**src/hdl/icr_pkg.sv**
```systemverilog
package icr_pkg;

    // port field widths
    localparam int ADDR_W    = 22;
    localparam int DATA_W    = 32;
    localparam int SRC_W     = 10;
    localparam int OP_W      = 2;
    localparam int STATUS_W  = 2;

    // widest source and context index the block supports
    localparam int SRC_IDX_W = 5;
    localparam int CTX_IDX_W = 4;

    // register map
    localparam logic [ADDR_W-1:0] PEND_BASE = 22'h001000;
    localparam logic [ADDR_W-1:0] ENAB_BASE = 22'h002000;
    localparam logic [ADDR_W-1:0] ENAB_END  = 22'h1F1FFC;
    localparam logic [ADDR_W-1:0] CTX_BASE  = 22'h200000;

    // offsets inside one context block
    localparam logic [11:0] CTX_OFF_THRESH = 12'h000;
    localparam logic [11:0] CTX_OFF_CLAIM  = 12'h004;

    typedef enum logic [OP_W-1:0] {
        OP_READ  = 2'd0,
        OP_WRITE = 2'd1,
        OP_RAISE = 2'd2
    } t_op;

    typedef enum logic [STATUS_W-1:0] {
        ST_OK       = 2'd0,
        ST_UNMAPPED = 2'd1,
        ST_BAD      = 2'd2
    } t_status;

    // decoded action handed from front to back
    typedef enum logic [3:0] {
        K_NONE,
        K_PRIO_RD,
        K_PRIO_WR,
        K_PEND_RD,
        K_ENAB_RD,
        K_ENAB_WR,
        K_THR_RD,
        K_THR_WR,
        K_CLAIM,
        K_RAISE
    } t_kind;

    typedef struct packed {
        t_kind                 kind;
        logic [SRC_IDX_W-1:0]  src;
        logic [CTX_IDX_W-1:0]  ctx;
        logic [DATA_W-1:0]     data;
        t_status               status;
    } t_cmd;

endpackage

```
**src/hdl/icr_front.sv**
```systemverilog
module icr_front #(
    parameter int SOURCES  = 32,
    parameter int CONTEXTS = 2
) (
    input  logic                        i_valid,
    input  logic [icr_pkg::OP_W-1:0]    i_operation,
    input  logic [icr_pkg::ADDR_W-1:0]  i_address,
    input  logic [icr_pkg::DATA_W-1:0]  i_write_data,
    input  logic [icr_pkg::SRC_W-1:0]   i_source,
    input  logic                        i_level,
    input  logic                        i_full,
    output logic                        o_stall,
    output logic                        o_push,
    output icr_pkg::t_cmd               o_cmd
);
    import icr_pkg::*;

    logic [ADDR_W-1:0] addr_w;
    logic [ADDR_W-1:0] enab_disp;
    logic              prio_hit;
    logic              pend_hit;
    logic              enab_hit;
    logic              ctx_hit;
    logic              enab_bad;
    logic [8:0]        ctx_num;
    logic [11:0]       ctx_off;
    logic              is_wr;

    // handshake: take a transfer whenever the queue has room
    assign o_stall = i_full;
    assign o_push  = i_valid && !i_full;

    // address regions, low two bits dropped
    assign addr_w    = {i_address[ADDR_W-1:2], 2'b00};
    assign prio_hit  = addr_w < ADDR_W'(SOURCES * 4);
    assign pend_hit  = addr_w == PEND_BASE;
    assign enab_hit  = (addr_w >= ENAB_BASE) && (addr_w < ENAB_END);
    assign ctx_hit   = addr_w >= CTX_BASE;
    assign enab_disp = addr_w - ENAB_BASE;
    // 128-byte enable stride: context in bits 20:7, word index in bits 6:2
    assign enab_bad  = (enab_disp[20:7] >= 14'(CONTEXTS)) || (enab_disp[6:2] != 5'd0);
    // 4 KiB context stride
    assign ctx_num   = addr_w[20:12];
    assign ctx_off   = addr_w[11:0];
    assign is_wr     = (t_op'(i_operation) == OP_WRITE);

    // classify the transfer
    always_comb begin
        o_cmd.kind   = K_NONE;
        o_cmd.src    = '0;
        o_cmd.ctx    = '0;
        o_cmd.data   = i_write_data;
        o_cmd.status = ST_OK;
        case (t_op'(i_operation))
            OP_READ, OP_WRITE: begin
                if (prio_hit) begin
                    o_cmd.kind = is_wr ? K_PRIO_WR : K_PRIO_RD;
                    o_cmd.src  = addr_w[SRC_IDX_W+1:2];
                end else if (pend_hit) begin
                    if (is_wr) begin
                        o_cmd.status = ST_UNMAPPED;
                    end else begin
                        o_cmd.kind = K_PEND_RD;
                    end
                end else if (enab_hit) begin
                    if (enab_bad) begin
                        o_cmd.status = ST_BAD;
                    end else begin
                        o_cmd.kind = is_wr ? K_ENAB_WR : K_ENAB_RD;
                        o_cmd.ctx  = enab_disp[7+CTX_IDX_W-1:7];
                    end
                end else if (ctx_hit) begin
                    o_cmd.ctx = ctx_num[CTX_IDX_W-1:0];
                    if (ctx_num >= 9'(CONTEXTS)) begin
                        o_cmd.status = ST_BAD;
                    end else if (ctx_off == CTX_OFF_THRESH) begin
                        o_cmd.kind = is_wr ? K_THR_WR : K_THR_RD;
                    end else if (ctx_off == CTX_OFF_CLAIM) begin
                        if (is_wr) begin
                            // completion: only the id range is checked
                            if (i_write_data >= DATA_W'(SOURCES)) begin
                                o_cmd.status = ST_BAD;
                            end
                        end else begin
                            o_cmd.kind = K_CLAIM;
                        end
                    end else begin
                        o_cmd.status = ST_BAD;
                    end
                end else begin
                    o_cmd.status = ST_UNMAPPED;
                end
            end
            OP_RAISE: begin
                if (i_source >= SRC_W'(SOURCES)) begin
                    o_cmd.status = ST_BAD;
                end else if (i_level) begin
                    o_cmd.kind = K_RAISE;
                    o_cmd.src  = i_source[SRC_IDX_W-1:0];
                end
            end
            default: begin
            end
        endcase
    end

endmodule

```
**src/hdl/icr_queue.sv**
```systemverilog
module icr_queue (
    input  logic           i_clk,
    input  logic           i_rst_n,
    input  logic           i_push,
    input  icr_pkg::t_cmd  i_cmd,
    input  logic           i_pop,
    output logic           o_full,
    output logic           o_valid,
    output icr_pkg::t_cmd  o_cmd
);
    import icr_pkg::*;

    t_cmd       r_mem [2];
    logic       r_wr_ptr;
    logic       r_rd_ptr;
    logic [1:0] r_count;

    assign o_full  = r_count == 2'd2;
    assign o_valid = r_count != 2'd0;
    assign o_cmd   = r_mem[r_rd_ptr];

    // entry storage
    always_ff @(posedge i_clk) begin
        if (i_push) begin
            r_mem[r_wr_ptr] <= i_cmd;
        end
    end

    // pointers and fill count
    always_ff @(posedge i_clk) begin
        if (!i_rst_n) begin
            r_wr_ptr <= 1'b0;
            r_rd_ptr <= 1'b0;
            r_count  <= 2'd0;
        end else begin
            if (i_push) begin
                r_wr_ptr <= ~r_wr_ptr;
            end
            if (i_pop) begin
                r_rd_ptr <= ~r_rd_ptr;
            end
            if (i_push && !i_pop) begin
                r_count <= r_count + 2'd1;
            end else if (i_pop && !i_push) begin
                r_count <= r_count - 2'd1;
            end
        end
    end

endmodule

```
**src/hdl/icr_back.sv**
```systemverilog
module icr_back #(
    parameter int SOURCES  = 32,
    parameter int CONTEXTS = 2
) (
    input  logic                          i_clk,
    input  logic                          i_rst_n,
    input  logic                          i_q_valid,
    input  icr_pkg::t_cmd                 i_cmd,
    output logic                          o_pop,
    output logic                          o_out_valid,
    input  logic                          i_out_stall,
    output logic [icr_pkg::DATA_W-1:0]    o_read_data,
    output logic                          o_irq_out,
    output logic [icr_pkg::STATUS_W-1:0]  o_status
);
    import icr_pkg::*;

    localparam int SW = (SOURCES > 1) ? $clog2(SOURCES) : 1;
    localparam int CW = $clog2(CONTEXTS);

    logic [DATA_W-1:0]  r_prio   [SOURCES];
    logic [DATA_W-1:0]  r_enable [CONTEXTS];
    logic [DATA_W-1:0]  r_thresh [CONTEXTS];
    logic [SOURCES-1:0] r_pending;
    logic               r_out_valid;
    logic [DATA_W-1:0]  r_read_data;
    logic               r_irq;
    t_status            r_status;

    logic [SW-1:0]      sidx;
    logic [CW-1:0]      cidx;
    logic [SOURCES-1:0] ready;
    logic [SW-1:0]      claim_idx;
    logic [SOURCES-1:0] n_pending;
    logic [DATA_W-1:0]  n_enable1;
    logic [DATA_W-1:0]  n_read_data;
    logic               n_irq;

    assign sidx  = i_cmd.src[SW-1:0];
    assign cidx  = i_cmd.ctx[CW-1:0];
    assign o_pop = i_q_valid && (!r_out_valid || !i_out_stall);

    // lowest-numbered pending source enabled for the addressed context
    assign ready = r_enable[cidx][SOURCES-1:0] & r_pending;
    always_comb begin
        claim_idx = '0;
        for (int i = SOURCES - 1; i >= 0; i--) begin
            if (ready[i]) begin
                claim_idx = SW'(i);
            end
        end
    end

    // read data and pending update for the current command
    always_comb begin
        n_pending   = r_pending;
        n_read_data = '0;
        case (i_cmd.kind)
            K_PRIO_RD: n_read_data = r_prio[sidx];
            K_PEND_RD: n_read_data = DATA_W'(r_pending);
            K_ENAB_RD: n_read_data = r_enable[cidx];
            K_THR_RD:  n_read_data = r_thresh[cidx];
            K_CLAIM: begin
                if (|ready) begin
                    n_read_data            = DATA_W'(claim_idx);
                    n_pending[claim_idx]   = 1'b0;
                end
            end
            K_RAISE:   n_pending[sidx] = 1'b1;
            default: begin
            end
        endcase
    end

    // interrupt line sees the state left by this command
    assign n_enable1 = (i_cmd.kind == K_ENAB_WR && cidx == CW'(1)) ? i_cmd.data
                                                                    : r_enable[1];
    assign n_irq     = |(n_enable1[SOURCES-1:0] & n_pending);

    // register state
    always_ff @(posedge i_clk) begin
        if (!i_rst_n) begin
            for (int i = 0; i < SOURCES; i++) begin
                r_prio[i] <= '0;
            end
            for (int c = 0; c < CONTEXTS; c++) begin
                r_enable[c] <= '0;
                r_thresh[c] <= '0;
            end
            r_pending <= '0;
        end else if (o_pop) begin
            r_pending <= n_pending;
            case (i_cmd.kind)
                K_PRIO_WR: r_prio[sidx]   <= i_cmd.data;
                K_ENAB_WR: r_enable[cidx] <= i_cmd.data;
                K_THR_WR:  r_thresh[cidx] <= i_cmd.data;
                default: begin
                end
            endcase
        end
    end

    // output register valid
    always_ff @(posedge i_clk) begin
        if (!i_rst_n) begin
            r_out_valid <= 1'b0;
        end else if (o_pop) begin
            r_out_valid <= 1'b1;
        end else if (!i_out_stall) begin
            r_out_valid <= 1'b0;
        end
    end

    // output register payload
    always_ff @(posedge i_clk) begin
        if (o_pop) begin
            r_read_data <= n_read_data;
            r_irq       <= n_irq;
            r_status    <= i_cmd.status;
        end
    end

    assign o_out_valid = r_out_valid;
    assign o_read_data = r_read_data;
    assign o_irq_out   = r_irq;
    assign o_status    = STATUS_W'(r_status);

endmodule

```
**src/hdl/interrupt_controller_regs_top.sv**
```systemverilog
// Simplified platform interrupt controller register block. Each input transfer is a
// bus read, a bus write or a source raise, and each gives exactly one result transfer
// carrying read data, the supervisor interrupt line after the item, and a status code.
// The front decodes the address into a command and a two-entry queue holds it until
// the back applies it to the priority, pending, enable and threshold registers; a claim
// read is a combinational find-first over the enabled pending bits. One item is taken
// per clock when the result side does not stall; an accepted item is written into the
// queue and later, when the result register can load, into that register, which drives
// the result transfer, and up to two items can wait in the queue behind a stalled result.
module interrupt_controller_regs_top #(
    parameter int SOURCES  = 32,
    parameter int CONTEXTS = 2
) (
    input  logic                          i_clk,
    input  logic                          i_rst_n,
    input  logic                          i_in_valid,
    output logic                          o_in_stall,
    input  logic [icr_pkg::OP_W-1:0]      i_operation,
    input  logic [icr_pkg::ADDR_W-1:0]    i_address,
    input  logic [icr_pkg::DATA_W-1:0]    i_write_data,
    input  logic [icr_pkg::SRC_W-1:0]     i_source,
    input  logic                          i_level,
    output logic                          o_out_valid,
    input  logic                          i_out_stall,
    output logic [icr_pkg::DATA_W-1:0]    o_read_data,
    output logic                          o_irq_out,
    output logic [icr_pkg::STATUS_W-1:0]  o_status
);
    import icr_pkg::*;

    logic full;
    logic push;
    logic pop;
    logic q_valid;
    t_cmd front_cmd;
    t_cmd q_cmd;

    // decode and classify
    icr_front #(
        .SOURCES  (SOURCES),
        .CONTEXTS (CONTEXTS)
    ) u_front (
        .i_valid      (i_in_valid),
        .i_operation  (i_operation),
        .i_address    (i_address),
        .i_write_data (i_write_data),
        .i_source     (i_source),
        .i_level      (i_level),
        .i_full       (full),
        .o_stall      (o_in_stall),
        .o_push       (push),
        .o_cmd        (front_cmd)
    );

    // command queue
    icr_queue u_queue (
        .i_clk   (i_clk),
        .i_rst_n (i_rst_n),
        .i_push  (push),
        .i_cmd   (front_cmd),
        .i_pop   (pop),
        .o_full  (full),
        .o_valid (q_valid),
        .o_cmd   (q_cmd)
    );

    // register file, claim logic and result register
    icr_back #(
        .SOURCES  (SOURCES),
        .CONTEXTS (CONTEXTS)
    ) u_back (
        .i_clk       (i_clk),
        .i_rst_n     (i_rst_n),
        .i_q_valid   (q_valid),
        .i_cmd       (q_cmd),
        .o_pop       (pop),
        .o_out_valid (o_out_valid),
        .i_out_stall (i_out_stall),
        .o_read_data (o_read_data),
        .o_irq_out   (o_irq_out),
        .o_status    (o_status)
    );

endmodule
```
**config.mk**
```make
export PLATFORM = sky130hd
export DESIGN_NAME = interrupt_controller_regs_top
export DESIGN_NICKNAME = d
export VERILOG_FILES = /design/src/hdl/icr_pkg.sv /design/src/hdl/icr_front.sv /design/src/hdl/icr_queue.sv /design/src/hdl/icr_back.sv /design/src/hdl/interrupt_controller_regs_top.sv
export SDC_FILE = /design/constraint.sdc
export NUM_CORES = 2
export LEC_CHECK = 0
export ABC_CLOCK_PERIOD_IN_PS = 6940
export BUFFER_PORTS_ARGS = -buffer_cell sky130_fd_sc_hd__buf_4
export CAP_MARGIN = 20
export CORE_ASPECT_RATIO = 0.7
export CORE_MARGIN = 2
export CORE_UTILIZATION = 40
export CTS_BUF_LIST = sky130_fd_sc_hd__clkbuf_4
export CTS_CLUSTER_DIAMETER = 120
export DETAILED_ROUTE_END_ITERATION = 7
export SLEW_MARGIN = 10
export SYNTH_ARGS = -nofsm -noshare
export SYNTH_HDL_FRONTEND = slang
export SYNTH_SLANG_ARGS = --single-unit
```
**constraint.sdc**
```tcl
create_clock -name i_clk -period 6.94 [get_ports i_clk]
set_clock_uncertainty 0.2 [all_clocks]
set_input_delay 0.347 -clock i_clk [delete_from_list [all_inputs] [get_ports i_clk]]
set_output_delay 0.347 -clock i_clk [all_outputs]
set_load 0.005 [all_outputs]
```
==> After elaboration in Yosys (flattened, before gate mapping) <==
Memories as Yosys holds them, arrays and structs flattened. A register that Yosys moved wholly into a read port is not among the register bits.
Index checks and enable logic that the tools add are counted.
{ "totals": {"input_bits": 71, "mem_count": 4, "ff_bits": 72, "ram_bits": 1246, "output_inout_bits": 37, "elab_cells": 182} }
{ "memory_table": {"columns": ["memory", "depth", "width", "read_ports", "rd_clocked_by_memory_dff", "wr", "line_no", "source"], "rows": [
  ["u_back.r_prio", 32, 32, 1, 0, 32, "icr_back.sv:21", "logic [DATA_W-1:0] r_prio [SOURCES];"],
  ["u_queue.r_mem", 2, 47, 1, 1, 1, "icr_queue.sv:13", "t_cmd r_mem [2];"],
  ["u_back.r_enable", 2, 32, 2, 0, 2, "icr_back.sv:22", "logic [DATA_W-1:0] r_enable [CONTEXTS];"],
  ["u_back.r_thresh", 2, 32, 1, 0, 2, "icr_back.sv:23", "logic [DATA_W-1:0] r_thresh [CONTEXTS];"]
]} }
{ "op_classes": {"mux": 107, "magnitude_cmp": 12, "bitwise": 7, "reduce_logical": 26, "n_addsub": 3, "n_eq_ne": 15} }
{ "ops": {"columns": ["op", "n"], "rows": [
  ["$mux W5", 35],
  ["$mux W32", 5],
  ["$pmux W32 S5", 1],
  ["$reduce_or A32 Y1", 5],
  ["$and A32 B32 Y32", 3],
  ["$pmux W32 S2", 1],
  ["$mux W4", 15],
  ["$ge A32 B6 Y1 const B", 1],
  ["$not A32 Y32", 1],
  ["$or A32 B32 Y32", 1],
  ["$mux W2", 15],
  ["$mux W1", 29],
  ["$ge A22 B14 Y1 const B", 1],
  ["$ge A22 B22 Y1 const B", 1],
  ["$lt A22 B21 Y1 const B", 1],
  ["$lt A22 B8 Y1 const B", 1],
  ["$sub A21 B14 Y21 const B", 1],
  ["$eq A20 B11 Y1 const B", 1],
  ["$mux W9", 2],
  ["$pmux W9 S2", 1],
  ["$eq A4 B3 Y1 const B", 4],
  ["$ge A14 B2 Y1 const B", 1],
  ["$logic_not A12 Y1", 1],
  ["$lt A5 B6 Y1 const B", 2],
  ["other kinds (22)", 41]
]} }

==> Logic depth before layout (Yosys ltp) <==
An unclocked memory read counts as a cell.
{ "depth": {"ltp_word": 44, "depth_mapped": 14, "mapped_depth_nobuf": 9} }

==> By module <==
From an unflattened synthesis, not the netlist that was laid out.
{ "unflattened": {"cells_unflattened": 4165, "hier_area_um2": 60724.5} }
{ "modules_own_cells": {"columns": ["module", "n_inst", "seq_area_each_um2", "cells_each", "area_per_inst_um2"], "rows": [
  ["icr_back", 1, 36304.8, 3854, 56147.6],
  ["icr_queue", 1, 2922.8, 168, 3619.7],
  ["icr_front", 1, 0.0, 143, 957.2]
]} }

==> Worst setup path before layout <==
OpenSTA, ideal clock, no wires.
{ "synth_path": {"path_kind": "register to register", "startpoint": "register with a tool-made name", "endpoint": "memory u_back.r_prio[22][0], enable pin", "arrival_time_ps": 3190, "synth_period_minus_slack_ps": 3867, "setup_time_ps": 478, "path_slack_ps": 3073, "path_stages_with_launch": 11, "n_path_buf": 6, "t_required_ps": 6262, "path_cell_list": "dfxtp_1 -> buf_6 -> mux2i_2 -> buf_4 -> buf_4 -> buf_4 -> buf_2 -> nor3_2 -> nand2_1 -> clkbuf_1 -> nand2_1"} }
{ "synth_rtl": {"columns": ["item", "line_no"], "rows": [
  ["end, declared", "icr_back.sv:21"]
]} }

==> run metrics <==
status finished clean; Vias/cell just under 6; clk_lat worst skew about 1200 ps; routability cong. between 0.9 and 1; number of max-cap violations 0; cts bufs inserted about 320; final net count 4576; Post-Synthesis Cell Area 57400 sq um; RSZ-0062 raised after global routing false; CTS tree done; die width between 400 and 500 um; CTS clk-pin slew, worst paths ~70 ps; sequential share of the synthesized area 68.0%; initial antenna violation count 6; setup TNS 0 ps; Initial Utilization about 40%; post-detail-place hpwl about 110000 um; signal arrival time at the worst endpoint roughly 6400 ps; Tmin final roughly 5700 ps; filler instances roughly 13000; gr usage total 24.7%; wire per inst between 20 and 30 um; Final Cycle Share between 80 and 90%; ratio of total power to cell area approximately 320 nW/um^2; Post-Syn Nets ~4200; TritonRoute pass-1 iters 7; placed cells 5923; crit start category flop; DR vias 38800; IO Count 108; Synth Area per Inst approximately 14 sq um; cells after synthesis a little over 4000; kind of critical path flop to flop; total grt overflow 0; Combinational Power Share about a quarter; Post-synth EDFFs ~1300; ys flop type edfxtp_1; Psw ~0.007 W; global-route wire length before repair roughly 260000 um; switching part of the total power ~32%; Slew Limit Fails 0; layout cell share with drive strength beyond 1 between 20% and 30%; worst path required time 7640 ps; final core utilization ~47%; Async SR Flop Fraction 0%; Final setup viols 0; initial DRC count approximately 5600; distinct cell type count after synthesis 87; drt drc 0; Max Freq around 170 MHz; final non-filler cell total about 6600; Post-DRT Antenna Nets 0; Ys Warns 0; number of global-route vias before repair 38000; Flop pwr share 44.4%; PortBufs between 100 and 150; worst hold margin ~240 ps; worst slack at placement about 1500 ps; Leakage about 24 nW; Slew headroom around a fifth; worst-path fanout max 53; largest net degree at the start of global routing 74; routed wire length 183000 um; #FFs+latches synth about 1300; Setup WS post-layout 1210 ps; Worst Max-Slew Pin Slew around 1200 ps; chip height approximately 320 um; VDD IR-drop max approximately 0.00026 V; Clock Sinks approximately 1300; clk root buf clkbuf_4; area delta synth->final 15.6%; critical path endpoint category flop; Hold Violations, Final 0; hold crit path type input pin to flop; Clock H-tree levels 5; clock share of power a little under a third; Clock Tree Buf Depth 4; internal reg-to-reg setup slack about 1200 ps; core region area ~140000 sq um; Int Pwr 0.0144 W; die area between 100000 and 150000 sq um; Core Rows between 100 and 150
final cells by class:
cell class              instances  area (sq um)  share of cell area, %
clock buffers                 492          3690                   5.57
multi-input cells            2461         17400                   26.2
diodes                          3          7.51                 0.0113
clock inverters                48           262                  0.394
flip-flops and latches       1313         39100                   58.9
repair buffers                391          3550                   5.34
well taps                    1888          2360                   3.56
inverters                      15          56.3                 0.0849
power groups by stage:
| stage | registers [W] | clock network, W | logic (W) |
|---|---|---|---|
| floorplan | 0.00945 | 0 | 0.00319 |
| global placement | 0.00958 | 0 | 0.00517 |
| detailed placement | 0.00959 | 0 | 0.00520 |
| CTS | 0.00942 | 0.00657 | 0.00526 |
| global route | 0.00946 | 0.00696 | 0.00554 |
| finish | 0.00942 | 0.00646 | 0.00531 |
cells in the mapped netlist, types with 8 or more instances:
library cell	number	area share (%)
a211oi_1	30	0.39
a21oi_1	99	0.86
and2_1	8	0.087
buf_1	18	0.12
buf_2	32	0.28
buf_4	12	0.16
clkbuf_1	276	1.8
dfxtp_1	38	1.3
edfxtp_1	1275	67
inv_1	14	0.092
mux2_2	12	0.24
mux2i_1	134	2.3
mux4_2	256	10
nand2_1	159	1.0
nand2b_1	16	0.17
nand3_1	13	0.11
nand3b_1	8	0.10
nor2_1	1301	8.5
nor3_1	51	0.44
nor4_1	24	0.26
o21ai_0	45	0.39
o221ai_1	32	0.49
o22ai_1	98	1.1
o31ai_1	29	0.38
or4_1	9	0.12
kinds of logic after synthesis:
logic type,count (synthesis),synth area share (%)
simple gates,1647,11.7
fa+ha+maj,1,0.0218
buf+inv,361,2.63
flops,1313,68.0
xor+xnor,3,0.0458
mux,410,12.8
compound gates,400,4.71
layout by cell type (no fill, tap or decap), types with 5 or more instances in the layout:
master,n
o21ai_0,45
nand2_2,27
clkbuf_4,492
nor3_1,51
clkinv_1,38
nand2b_1,15
or2_2,5
a21oi_1,98
nand2_1,132
and2_1,8
mux2_2,11
inv_1,14
buf_4,239
dlygate4sd3_1,133
inv_2,6
or4_1,9
o22ai_1,98
mux2i_2,5
nand3b_1,8
buf_12,12
nor2_1,1299
mux2i_1,102
mux2i_4,34
edfxtp_1,1275
nor2b_1,6
o221ai_1,32
o31ai_1,28
nor4_1,24
a211oi_1,30
nand3_1,12
and3_1,5
nand4_1,5
nor3_2,5
buf_16,6
dfxtp_1,37
a22o_1,6
mux4_2,256
flip-flops by register name, indices dropped and copies added, names as in the netlist, 2 cells and up, named ones only:
signal and count:
u_back.r_prio 1024, u_queue.r_mem 88, u_back.r_enable 64, u_back.r_thresh 64, u_back.o_read_data 32, u_back.r_pending 32, u_back.o_status 2, u_queue.r_count 2
metrics by stage:
step           power [W]  area, sq um
2_1_floorplan     0.0126        57400
3_3_place_gp      0.0148        60800
3_5_place_dp      0.0148        60800
4_1_cts           0.0212        66100
5_1_grt           0.0220        66400
6_report          0.0212        66400
routing by layer:
| metal | GRT usage (%) | up-vias | wire length (um) |
|---|---|---|---|
| li1 | - | 16300 | - |
| met1 | 37.9 | 19900 | 79600 |
| met2 | 34.5 | 2354 | 77600 |
| met3 | 5.92 | 265 | 21500 |
| met4 | 7.65 | 4 | 4050 |
| met5 | 0 | - | 20 |
critical path, cell delays in order (launching register included):
cell and delay (ps):
dfxtp_4 1000, mux2i_4 820, buf_4 360, mux2i_1 470
nor4_1 110, a211oi_1 830, o22ai_2 320, nor3_1 670
o22ai_1 130, nor4_1 340, nand4_1 170
final timing paths:
path                                                    start                              to  depth (start not counted)
worst max register to register                           flop      u_back.o_irq_out$_DFFE_PP_                         10
worst max-delay path                                     flop      u_back.o_irq_out$_DFFE_PP_                         10
worst min-delay path                         i_write_data[12]  u_queue.r_mem[1][14]$_DFFE_PP_                          3
worst min register to register  u_queue.r_mem[1][0]$_DFFE_PP_    u_back.o_status[0]$_DFFE_PP_                          1
timing repair:
item,in CTS,in global routing
hold endpoints to repair,347,0
hold buffers,133,0
gates resized for setup,0,0
buffers inserted,0,0
Note: power is estimated with default switching activity, not from simulation.
